[config.mk]
export PLATFORM = sky130hd
export DESIGN_NAME = frame_bitmap_allocator
export DESIGN_NICKNAME = d
export VERILOG_FILES = /design/src/rtl/fba_pkg.sv /design/src/rtl/fba_mem.sv /design/src/rtl/frame_bitmap_allocator.sv
export SDC_FILE = /design/constraint.sdc
export NUM_CORES = 2
export LEC_CHECK = 0
export BUFFER_PORTS_ARGS = -buffer_cell sky130_fd_sc_hd__buf_2
export CORE_UTILIZATION = 60
export DETAILED_ROUTE_END_ITERATION = 6
export PLACE_DENSITY = 0.76
export RECOVER_POWER = 50
export SYNTH_ARGS = -nofsm -noshare
export SYNTH_HDL_FRONTEND = slang
export SYNTH_HIERARCHICAL = 1
export SYNTH_SLANG_ARGS = --single-unit
[constraint.sdc]
create_clock -name clk -period 8.6 [get_ports clk]
set_clock_uncertainty 0.2 [all_clocks]
set_input_delay 0.86 -clock clk [delete_from_list [all_inputs] [get_ports clk]]
set_output_delay 0.86 -clock clk [all_outputs]
set_load 0.005 [all_outputs]
[src/rtl/fba_pkg.sv]
// ----------------------------------------------------------------------------
// fba_pkg: shared types and constants of the frame bitmap allocator
// Action codes, word geometry and the sequencer state type.
// ----------------------------------------------------------------------------
`default_nettype none
package fba_pkg;
	localparam int unsigned MAX_FRAMES = 4096;
	localparam int unsigned MAX_RUN   = 64;
	localparam int unsigned WORD_BITS = 32;
	localparam int unsigned WBIT_W    = 5;
	localparam int unsigned LIMIT_W   = 13;
	localparam int unsigned ADDR_W    = 39;
	localparam int unsigned OFFSET_W  = 12;
	localparam int unsigned INDEX_W   = 12;
	localparam int unsigned ACTION_W  = 3;
	localparam int unsigned RUNLEN_W  = 7;

	typedef enum logic [ACTION_W-1:0] {
		ACT_LOCK    = 3'd0,
		ACT_RELEASE = 3'd1,
		ACT_PROBE   = 3'd2,
		ACT_ALLOC1  = 3'd3,
		ACT_ALLOCN  = 3'd4,
		ACT_FIND1   = 3'd5,
		ACT_RSVD6   = 3'd6,
		ACT_RSVD7   = 3'd7
	} action_t;

	typedef enum logic [2:0] {
		ST_CLEAR,
		ST_IDLE,
		ST_READ,
		ST_SCAN,
		ST_WRITE,
		ST_DONE
	} state_t;
endpackage
`default_nettype wire

[src/rtl/fba_mem.sv]
// ----------------------------------------------------------------------------
// fba_mem: bitmap word store
// One write port, one read port, registered read data.
// ----------------------------------------------------------------------------
`default_nettype none
module fba_mem #(
	parameter int unsigned DEPTH = 128,
	parameter int unsigned AW    = 7
) (
	input  wire logic          clk,
	input  wire logic          we,
	input  wire logic [AW-1:0] waddr,
	input  wire logic [31:0]   wdata,
	input  wire logic [AW-1:0] raddr,
	output logic      [31:0]   rdata
);
	logic [31:0] mem [DEPTH];

	always_ff @(posedge clk) begin
		if (we) begin
			mem[waddr] <= wdata;
		end
		rdata <= mem[raddr];
	end
endmodule
`default_nettype wire

[src/rtl/frame_bitmap_allocator.sv]
// ----------------------------------------------------------------------------
// frame_bitmap_allocator: bitmap physical frame allocator
// Busy bitmap in a word memory plus lowest-free hint; lock, release, probe,
// find/allocate one, allocate run.
// ----------------------------------------------------------------------------
//  channel | signals                                   | dir
//  in      | in_valid in_ready action phys_address run_length | sink
//  out     | out_valid out_ready frame_index found busy_res  | source
//  cfg     | cfg_we cfg_wdata (frame_limit)             | sink
//
// After reset a clearing pass writes all-ones to every word before the first
// item is taken.
// Lock/release/probe: a read wait, then the modify, then the result.
// Find/allocate one: each word from the hint word is read, then tested.
// Allocate run: one frame per cycle plus one read wait per word crossed,
// then a read and a write per word locked.
// One item at a time; in_ready is low from accept until the result is taken.
`default_nettype none
module frame_bitmap_allocator (
	input  wire logic                          clk,
	input  wire logic                          arst_n,
	input  wire logic                          cfg_we,
	input  wire logic [fba_pkg::LIMIT_W-1:0]   cfg_wdata,
	input  wire logic                          in_valid,
	output logic                               in_ready,
	input  wire logic [fba_pkg::ACTION_W-1:0]  action,
	input  wire logic [fba_pkg::ADDR_W-1:0]    phys_address,
	input  wire logic [fba_pkg::RUNLEN_W-1:0]  run_length,
	output logic                               out_valid,
	input  wire logic                          out_ready,
	output logic [fba_pkg::INDEX_W-1:0]        frame_index,
	output logic                               found,
	output logic                               busy_res
);
	import fba_pkg::*;

	localparam int unsigned WORDS = MAX_FRAMES / 32;
	localparam int unsigned AW    = (WORDS > 1) ? $clog2(WORDS) : 1;
	localparam int unsigned FW    = $clog2(MAX_FRAMES) + 1; // holds MAX_FRAMES
	localparam int unsigned WCW   = AW + 1;                  // holds WORDS

	state_t state_q, state_d;

	logic [LIMIT_W-1:0] limit_q;
	logic [FW-1:0]      hint_q;
	logic [ACTION_W-1:0] act_q;
	logic [FW-1:0]      frame_q;     // target frame or scan position
	logic [RUNLEN_W-1:0] len_q;
	logic [FW-1:0]      cnt_q;       // run count
	logic [RUNLEN_W:0]  left_q;      // frames still to lock
	logic [WCW-1:0]     word_q;      // word being read
	logic               rd_pend_q;   // read issued last cycle
	logic [31:0]        wdat_q;
	logic [AW-1:0]      waddr_q;
	logic               we_q;
	logic [INDEX_W-1:0] res_idx_q;
	logic               res_found_q, res_busy_q;

	logic [31:0]  rdata;
	logic [AW-1:0] raddr;

	// active limit = min(limit, MAX_FRAMES)
	logic [FW-1:0] lim;
	always_comb begin
		if (limit_q > LIMIT_W'(MAX_FRAMES))
			lim = FW'(MAX_FRAMES);
		else
			lim = FW'(limit_q);
	end
	logic [WCW-1:0] end_word;
	assign end_word = WCW'(lim >> 5);

	fba_mem #(.DEPTH(WORDS), .AW(AW)) u_mem (
		.clk   (clk),
		.we    (we_q),
		.waddr (waddr_q),
		.wdata (wdat_q),
		.raddr (raddr),
		.rdata (rdata)
	);
	assign raddr = word_q[AW-1:0];

	// first clear bit of the read word
	logic        any_free;
	logic [4:0]  first_free;
	always_comb begin
		any_free   = 1'b0;
		first_free = '0;
		for (int b = 31; b >= 0; b--) begin
			if (!rdata[b]) begin
				any_free   = 1'b1;
				first_free = 5'(b);
			end
		end
	end

	logic [FW-1:0] addr_frame;
	assign addr_frame = (phys_address[ADDR_W-1:OFFSET_W] >= (ADDR_W-OFFSET_W)'(MAX_FRAMES))
		? FW'(MAX_FRAMES) : FW'(phys_address[ADDR_W-1:OFFSET_W]);

	logic frame_ok;
	assign frame_ok = frame_q < lim;
	logic [4:0] fbit;
	assign fbit = frame_q[4:0];
	logic [FW-1:0] lenx;
	assign lenx = FW'(len_q);

	// run lock: bits fbit and up in this word, at most left_q of them
	logic [5:0]  room;
	logic [5:0]  take;
	logic [31:0] lock_mask;
	assign room      = 6'd32 - {1'b0, fbit};
	assign take      = (left_q < (RUNLEN_W+1)'(room)) ? left_q[5:0] : room;
	assign lock_mask = (~(32'hFFFF_FFFF << take)) << fbit;

	assign in_ready = (state_q == ST_IDLE);
	assign out_valid = (state_q == ST_DONE);
	assign frame_index = res_idx_q;
	assign found = res_found_q;
	assign busy_res = res_busy_q;

	// run scan: one frame per cycle inside the word read, bit position fbit
	logic bit_busy;
	assign bit_busy = rdata[fbit] || !frame_ok;

	always_ff @(posedge clk or negedge arst_n) begin
		if (!arst_n) begin
			state_q     <= ST_CLEAR;
			limit_q     <= LIMIT_W'(4096);
			hint_q      <= '0;
			word_q      <= '0;
			we_q        <= 1'b0;
			rd_pend_q   <= 1'b0;
			res_found_q <= 1'b0;
			res_busy_q  <= 1'b0;
			res_idx_q   <= '0;
		end else begin
			state_q   <= state_d;
			we_q      <= 1'b0;
			rd_pend_q <= 1'b0;
			if (cfg_we) limit_q <= cfg_wdata;
			case (state_q)
				ST_CLEAR: begin
					we_q    <= 1'b1;
					waddr_q <= word_q[AW-1:0];
					wdat_q  <= '1;
					word_q  <= word_q + 1'b1;
				end
				ST_IDLE: begin
					if (in_valid) begin
						act_q      <= action;
						len_q      <= run_length;
						cnt_q      <= '0;
						res_found_q <= 1'b0;
						res_busy_q <= 1'b0;
						res_idx_q  <= '0;
						if (action == ACT_ALLOC1 || action == ACT_FIND1
							|| action == ACT_ALLOCN) begin
							frame_q <= hint_q;
							word_q  <= WCW'(hint_q >> 5);
						end else begin
							frame_q <= addr_frame;
							word_q  <= WCW'(addr_frame >> 5);
						end
						rd_pend_q <= 1'b1;
					end
				end
				ST_READ: begin
					if (!rd_pend_q) begin
						// rdata valid for word_q
						case (act_q)
							ACT_LOCK: begin
								if (frame_ok) begin
									we_q <= 1'b1;
									waddr_q <= word_q[AW-1:0];
									wdat_q <= rdata | (32'd1 << fbit);
								end
							end
							ACT_RELEASE: begin
								if (frame_ok) begin
									we_q <= 1'b1;
									waddr_q <= word_q[AW-1:0];
									wdat_q <= rdata & ~(32'd1 << fbit);
									if (frame_q < hint_q) hint_q <= frame_q;
								end
							end
							ACT_PROBE: res_busy_q <= bit_busy;
							default: ;
						endcase
					end
				end
				ST_SCAN: begin
					if (act_q == ACT_ALLOCN) begin
						if (rd_pend_q) begin
							// waiting on the read of word_q
						end else if (frame_q >= lim || len_q == '0
							|| len_q > RUNLEN_W'(MAX_RUN)) begin
							// miss
						end else begin
							if (bit_busy) cnt_q <= '0;
							else if (cnt_q + 1'b1 == lenx) begin
								res_found_q <= 1'b1;
								res_idx_q   <= INDEX_W'(frame_q + 1'b1 - lenx);
								frame_q     <= frame_q + 1'b1 - lenx;
								word_q      <= WCW'((frame_q + 1'b1 - lenx) >> 5);
								left_q      <= (RUNLEN_W+1)'(len_q);
								rd_pend_q   <= 1'b1;
							end else cnt_q <= cnt_q + 1'b1;
							if (!(!bit_busy && cnt_q + 1'b1 == lenx)) begin
								frame_q <= frame_q + 1'b1;
								if (fbit == 5'd31) begin
									word_q    <= word_q + 1'b1;
									rd_pend_q <= 1'b1;
								end
							end
						end
					end else begin
						if (rd_pend_q) begin
						end else if (word_q >= end_word) begin
						end else if (any_free) begin
							res_found_q <= 1'b1;
							res_idx_q   <= INDEX_W'({word_q[AW-1:0], first_free});
							hint_q      <= FW'({word_q[AW-1:0], first_free});
							if (act_q == ACT_ALLOC1) begin
								we_q    <= 1'b1;
								waddr_q <= word_q[AW-1:0];
								wdat_q  <= rdata | (32'd1 << first_free);
							end
						end else begin
							word_q    <= word_q + 1'b1;
							rd_pend_q <= 1'b1;
						end
					end
				end
				ST_WRITE: begin
					// lock run: one word per visit, read then write
					if (!rd_pend_q) begin
						we_q    <= 1'b1;
						waddr_q <= word_q[AW-1:0];
						wdat_q  <= rdata | lock_mask;
						left_q  <= left_q - (RUNLEN_W+1)'(take);
						frame_q <= FW'({word_q + 1'b1, 5'd0});
						word_q  <= word_q + 1'b1;
						rd_pend_q <= 1'b1;
					end
				end
				default: ;
			endcase
		end
	end

	logic scan_done;
	always_comb begin
		scan_done = 1'b0;
		if (!rd_pend_q) begin
			if (act_q == ACT_ALLOCN)
				scan_done = frame_q >= lim || len_q == '0 || len_q > RUNLEN_W'(MAX_RUN)
					|| (!bit_busy && cnt_q + 1'b1 == lenx);
			else
				scan_done = word_q >= end_word || any_free;
		end
	end

	always_comb begin
		state_d = state_q;
		case (state_q)
			ST_CLEAR: if (word_q == WCW'(WORDS - 1)) state_d = ST_IDLE;
			ST_IDLE:  if (in_valid) begin
				if (action == ACT_ALLOC1 || action == ACT_FIND1 || action == ACT_ALLOCN)
					state_d = ST_SCAN;
				else
					state_d = ST_READ;
			end
			ST_READ:  if (!rd_pend_q) state_d = ST_DONE;
			ST_SCAN: if (scan_done) begin
				if (act_q == ACT_ALLOCN && !(frame_q >= lim || len_q == '0
					|| len_q > RUNLEN_W'(MAX_RUN)) && !bit_busy)
					state_d = ST_WRITE;
				else
					state_d = ST_DONE;
			end
			ST_WRITE: if (!rd_pend_q && left_q <= (RUNLEN_W+1)'(room))
				state_d = ST_DONE;
			ST_DONE:  if (out_ready) state_d = ST_IDLE;
			default:  state_d = ST_IDLE;
		endcase
	end
endmodule
`default_nettype wire
# --- Word-level counts from Yosys, hierarchy flattened ---
# Memories as Yosys holds them, arrays and structs flattened. A register that Yosys moved wholly into a read port is not among the register bits.
# Cells that the tools add are included.
op_classes:
  shifts: 4
  add_sub_neg: 6
  bitwise_logic: 6
  muxes: 195
  n_reduce_logical: 37
  n_lt_le_gt_ge: 10
  n_eq_ne: 48
ops:
  columns: ["cell", "count"]
  rows:
  - ["two-way mux 13 bit", 25]
  - ["two-way mux 32 bit", 9]
  - ["two-way mux 5 bit", 32]
  - ["two-way mux 8 bit", 19]
  - ["case mux 32 bit (4 select lines)", 1]
  - ["two-way mux 12 bit", 9]
  - ["OR 32 bit", 3]
  - ["two-way mux 1 bit", 70]
  - ["inverter 32 bit", 2]
  - ["case mux 32 bit (2 select lines)", 1]
  - ["left shift 1 x 5 -> 32 bit (first input constant)", 2]
  - ["two-way mux 7 bit", 9]
  - ["case mux 13 bit (2 select lines)", 2]
  - ["case mux 13 bit (3 select lines)", 1]
  - ["!= test 2 bit (second input constant)", 18]
  - ["!= test 3 bit (second input constant)", 11]
  - ["bitwise AND 32 bit", 1]
  - ["case mux 8 bit (4 select lines)", 1]
  - ["left shift 32 x 5 -> 32 bit", 1]
  - ["left shift 32 x 6 -> 32 bit (first input constant)", 1]
  - ["case mux 7 bit (4 select lines)", 1]
  - ["greater-or-equal comparator 27 x 13 -> 1 bit (second input constant)", 1]
  - ["adder 13 x 1 -> 13 bit (second input constant)", 2]
  - ["< comparator 13 bit", 2]
  - ["45 further kinds", 82]
word_totals:
  memories: 1
  in_bits: 67
  regBits: 136
  ram_bits: 4096
  word_cells: 323
mem_list:
  columns: ["memory", "words", "width", "rd", "rd_clocked_by_memory_dff", "write_ports", "line", "text"]
  rows:
  - ["u_mem.mem", 128, 32, 1, 1, 1, "fba_mem.sv:17", "logic [31:0] mem [DEPTH];"]

# --- Longest topological paths before layout ---
logic_depth:
  ltp_word: 40
  mapped_depth: 24
  depth_no_buf: 18

# --- Modules after synthesis ---
# Netlist, hierarchy kept.
modules_own_cells:
  columns: ["module", "area_per_inst_um2", "seq_area_each_um2", "cells_each", "n_inst"]
  rows:
  - ["fba_mem", 156273.6, 123638.6, 5989, 1]
  - ["frame_bitmap_allocator", 13261.5, 3819.9, 1563, 1]

# --- Least setup slack after synthesis ---
# Ideal clock, no wire load.
synth_timing:
  kind: "register to register"
  startpoint: "register frame_q[1]"
  endpoint: "register left_q[7] (data pin)"
  t_arrival_ps: 4962
  synth_period_minus_slack_ps: 5427
  setup_ps: 264
  stages_incl_launch_ff: 23
  path_slack_ps: 3173
  path_cell_list: "edfxtp_1 -> clkinv_1 -> clkbuf_1 -> clkbuf_1 -> ha_1 -> ha_1 -> clkbuf_1 -> inv_1 -> ha_1 -> o21a_1 -> o31a_1 -> o21ai_2 -> buf_6 -> buf_2 -> mux2i_1 -> ha_1 -> a21o_1 -> a21o_1 -> a21o_1 -> a21o_1 -> a211oi_1 -> xnor2_1 -> nor2_1"
synth_between:
  elab_chain_cells: 6
synth_lines:
  columns: ["element", "line", "text"]
  rows:
  - ["start, declared", "frame_bitmap_allocator.sv:47", "logic [FW-1:0] frame_q;"]
  - ["start signal, assigned", "frame_bitmap_allocator.sv:159", "frame_q <= hint_q;"]
  - ["start signal, assigned", "frame_bitmap_allocator.sv:162", "frame_q <= addr_frame;"]
  - ["start signal, assigned", "frame_bitmap_allocator.sv:204", "frame_q <= frame_q + 1'b1 - lenx;"]
  - ["subtractor 6 x 5 -> 6 bit *", "frame_bitmap_allocator.sv:112", "assign room = 6'd32 - {1'b0, fbit};"]
  - ["< comparator 8 x 6 -> 1 bit", "frame_bitmap_allocator.sv:113", "assign take = (left_q < (RUNLEN_W+1)'(room)) ? left_q[5:0] : room;"]
  - ["two-way mux 6 bit *", "frame_bitmap_allocator.sv:113", null]
  - ["subtractor 8 x 6 -> 8 bit *", "frame_bitmap_allocator.sv:241", "left_q <= left_q - (RUNLEN_W+1)'(take);"]
  - ["two-way mux 8 bit *", "frame_bitmap_allocator.sv:237", "if (!rd_pend_q) begin"]
  - ["case mux 8 bit (2 select lines) *", "frame_bitmap_allocator.sv:142", "case (state_q)"]
  - ["end signal, assigned", "frame_bitmap_allocator.sv:206", "left_q <= (RUNLEN_W+1)'(len_q);"]
  - ["end signal, assigned", "frame_bitmap_allocator.sv:241", null]
  - ["end, declared", "frame_bitmap_allocator.sv:50", "logic [RUNLEN_W:0] left_q;"]
# Every way passes the cells marked *; elsewhere a longest branch is shown, timed or not. The select of a mux whose other input is x is not followed.
# A chain may end at the register's enable or synchronous reset.

# --- Worst setup path in the final report ---
layout_timing:
  startpoint: "register wdat_q[31]"
  endpoint: "memory u_mem.mem[76][31] (data pin)"
layout_lines:
  columns: ["element", "line", "text"]
  rows:
  - ["start, declared", "frame_bitmap_allocator.sv:53", "logic [31:0] wdat_q;"]
  - ["start signal, assigned", "frame_bitmap_allocator.sv:176", "wdat_q <= rdata | (32'd1 << fbit);"]
  - ["start signal, assigned", "frame_bitmap_allocator.sv:183", "wdat_q <= rdata & ~(32'd1 << fbit);"]
  - ["start signal, assigned", "frame_bitmap_allocator.sv:227", "wdat_q <= rdata | (32'd1 << first_free);"]
  - ["end, declared", "fba_mem.sv:17", null]
# Straight into the memory's write port.

==> impl_metrics.json <==
{
  "grt_pass1_wl_mm": 685,
  "pwr_density_cell_nw_per_um2": 217,
  "fp.dieH_um": 534,
  "wl_mm": 489,
  "synthMuxAreaShare_pct": 18.8,
  "antenna_found_initial": 54,
  "grt_pass1_vias": 88900,
  "vias_per_cell": 7.32,
  "slew_headroom_pct": -257,
  "cp-end-kind": "flip-flop",
  "failed_checks": "design-rule violations, max-capacitance violations, max-slew violations",
  "synth_nets": 7684,
  "drt_iter0_markers": 14600,
  "synthesis.area_um2": 170000,
  "setup_viol": 0,
  "die_w_um": 534,
  "cts.htree.levels": 5,
  "drc": 2,
  "slowest_stage": "clkbuf_1",
  "slew_violations": 4536,
  "crit_fanout": 96,
  "die_area_um2": 285000,
  "fin_crit_ps": 6800,
  "slowest_delay_ps": 3820,
  "fmax_mhz": 147,
  "path_clk_slew_ps": 60,
  "syn_inst": 7552,
  "synth_edf_count": 4179,
  "synth-seq-area-share_pct": 75.2,
  "grt_usage_pct": 34.7,
  "drive_gt1_share_pct": 29.8,
  "finalCritPeriodShare_pct": 79.0,
  "async_reset_ff_share_pct": 1.24,
  "status": "finished with violations",
  "fillers": 16000,
  "cts_buffer_depth": 4,
  "p_leak_nw": 65.4,
  "clk_latency_ps": 980,
  "synthSimpleGateAreaFrac_pct": 1.90,
  "cts_tree": "built",
  "dr_total_vias": 87700,
  "synth-xor-area-share_pct": 0.331,
  "path_common_cell": "clkbuf_1",
  "cts_root_buf": "clkbuf_16",
  "worstPathRequired_ps": 8340,
  "grt_overflow": 0,
  "synth_top_family_by_area": "multiplexers",
  "hpwl_mm": 242,
  "ir_drop_mv": 0.199,
  "coreArea_um2": 280000,
  "crit_type": "reg -> reg",
  "io_pins": 83,
  "crit_arrival_ps": 6540,
  "hold_class": "in -> reg",
  "dp.cells": 11200,
  "worstPathCellList": "clkbuf_1, clkbuf_1",
  "final_nets": 8035,
  "first_pass_iters": 7,
  "synth_compound_area_share_pct": 2.08,
  "fp-row-count": 194,
  "fin_cells": 12000,
  "ys.flop_type": "edfxtp_1",
  "syn_avg_cell_area_um2": 22.4,
  "ys_ff_latch": 4264,
  "power_w": 0.0410,
  "timing.setup.tns_ps": 0,
  "synth_fa_ha_area_share_pct": 0.489,
  "initial_core_util_pct": 60.5,
  "synth.distinct_cells": 100,
  "yosysWarnings": 6,
  "numCtsBuffers": 413,
  "hold_viol": 0,
  "place_congestion": 0.916,
  "area_growth_pct": 11.7,
  "wl_per_cell_um": 40.8,
  "start_kind": "flip-flop",
  "cts_sinks": 4264,
  "rsz0062_at_grt": "no",
  "numPortBuffers": 70,
  "ant_nets": 0,
  "grt_max_degree": 134,
  "worst_pin_slew_ps": 5360,
  "max-cap-violations": 74
}
[report_power, final]
part | switching, W | internal, W
Sequential | 0.0000233 | 0.0225
Combinational | 0.000113 | 0.0000604
Clock | 0.00810 | 0.0102
[cells in the mapped netlist (7+ instances only)]
cell type	count	area, µm²
nor2b_1	25	156
a221oi_1	12	105
o21a_1	11	82.6
o31ai_1	8	60.1
buf_1	61	229
a21oi_1	111	556
a22o_1	7	61.3
o22ai_1	14	87.6
o311a_1	9	90.1
a31oi_1	27	169
nor3b_1	8	60.1
a311oi_1	8	70.1
and4_1	9	78.8
buf_6	10	113
edfxtp_1	4179	125000
a211o_1	15	131
xor2_1	27	236
nand2_1	173	649
o221ai_1	14	123
xnor2_1	37	324
a21o_1	20	150
and2_1	17	106
dfxtp_1	32	641
nand2b_1	20	125
nand3_1	50	250
inv_1	48	180
a22oi_1	20	150
o21ai_1	7	35.0
mux2i_1	53	531
a211oi_1	21	158
mux4_2	1356	30500
clkbuf_1	261	980
nor3_1	38	190
nand4_1	20	125
nor2_1	262	983
and3_1	21	131
o211ai_1	22	165
mux2_2	73	822
dfrtp_1	52	1300
buf_2	86	430
ha_1	63	788
o21ai_0	108	541
[kinds of logic (layout without fill, tap and decap cells)]
logic type               count (synthesis)  after routing
AO/OA/AOI/OAI                          511            511
buffers and inverters                  479           1171
adder cells (fa/ha/maj)                 65             65
other                                    0             16
XOR/XNOR                                64             64
multiplexers                          1486           1486
AND/OR/NAND/NOR                        683            683
flip-flops                            4264           4264
[path summary, 6_finish.rpt]
kind / startpoint / to / slack [ps] / depth (start not counted)
max: wdat_q[31]$_DFFE_PP_ / u_mem/mem[76][31]$_DFFE_PP_ / 1800 / 2
min: out_ready / state_q[2]$_DFFE_PN0P_ / 80 / 4
max reg2reg: wdat_q[31]$_DFFE_PP_ / u_mem/mem[76][31]$_DFFE_PP_ / 1800 / 2
min reg2reg: frame_index[2]$_DFFE_PN0P_ / frame_index[2]$_DFFE_PN0P_ / 300 / 1
max in group asynchronous: arst_n / word_q[1]$_DFFE_PN0P_ / 4430 / 3
min in group asynchronous: arst_n / frame_index[4]$_DFFE_PN0P_ / 1420 / 3
[placed cells by master, fill, tap and decap left out, types with 21 or more instances in the layout]
cell | Yosys | final
ha_1 | 63 | 63
o211ai_1 | 22 | 22
dfxtp_1 | 32 | 32
dfrtp_1 | 52 | 46
inv_1 | 48 | 48
xor2_1 | 27 | 27
buf_2 | 86 | 58
buf_4 | 5 | 174
clkinv_1 | 2 | 100
clkinv_2 | 0 | 90
edfxtp_1 | 4179 | 4179
dlygate4sd3_1 | 0 | 24
bufinv_16 | 0 | 42
a31oi_1 | 27 | 27
nor3_1 | 38 | 33
nor2b_1 | 25 | 25
mux4_2 | 1356 | 1356
clkbuf_16 | 0 | 416
and3_1 | 21 | 21
mux2i_1 | 53 | 53
nor2_1 | 262 | 142
mux2_2 | 73 | 73
nand3_1 | 50 | 49
nand2_1 | 173 | 171
o21ai_0 | 108 | 108
a21oi_1 | 111 | 111
xnor2_1 | 37 | 37
clkbuf_1 | 261 | 150
nor2_4 | 1 | 119
[flip-flops by register name, summed over array words and instances, names as in the netlist, 8 cells and up]
| name | count |
|---|---|
| word_q | 8 |
| wdat_q | 32 |
| u_mem/mem | 4096 |
| limit_q | 13 |
| frame_index | 12 |
| hint_q | 13 |
| left_q | 8 |
| u_mem/rdata | 32 |
| cnt_q | 13 |
| frame_q | 13 |
[worst max-delay path, delay by kind of cell, from the launching register on]
family / cells / cell delay [ps]
buf+inv: 2 / 5100
flops: 1 / 320
[per-stage QoR]
stage          util [%]  instance area [µm²]  hold WS [ps]  setup WS (ps)
2_1_floorplan         -               170000           271           3170
3_3_place_gp       62.8               176000           285           2340
3_5_place_dp       62.8               176000           291           2350
4_1_cts            67.7               190000          26.1           2330
5_1_grt            67.6               189000           117           1870
6_report           67.6               189000          83.1           1800
[final cells by class]
type	count	area [µm²]	share of cell area (%)
multi-input combinational	2809	41000	21.7
clock buffer	480	10700	5.63
tap	3724	4660	2.46
timing repair buffer	361	2510	1.33
antenna	16	40.0	0.0212
inverter	54	203	0.107
clock inverter	276	2710	1.43
sequential	4264	127000	67.3
[metal layers]
layer	GRT usage [%]	vias up	part of all wire [%]
li1	-	33000	-
met1	45.8	45800	33
met2	54.4	7483	47
met3	8.99	1489	13
met4	17.3	32	6.0
met5	0	-	0.045
[timing repair]
| item | in CTS | in global routing |
|---|---|---|
| hold endpoints to repair | 75 | 0 |
| setup buffers | 0 | 0 |
| gates resized for setup | 0 | 0 |
| hold buffers | 24 | 0 |
Power figures use the tool's default switching activity.
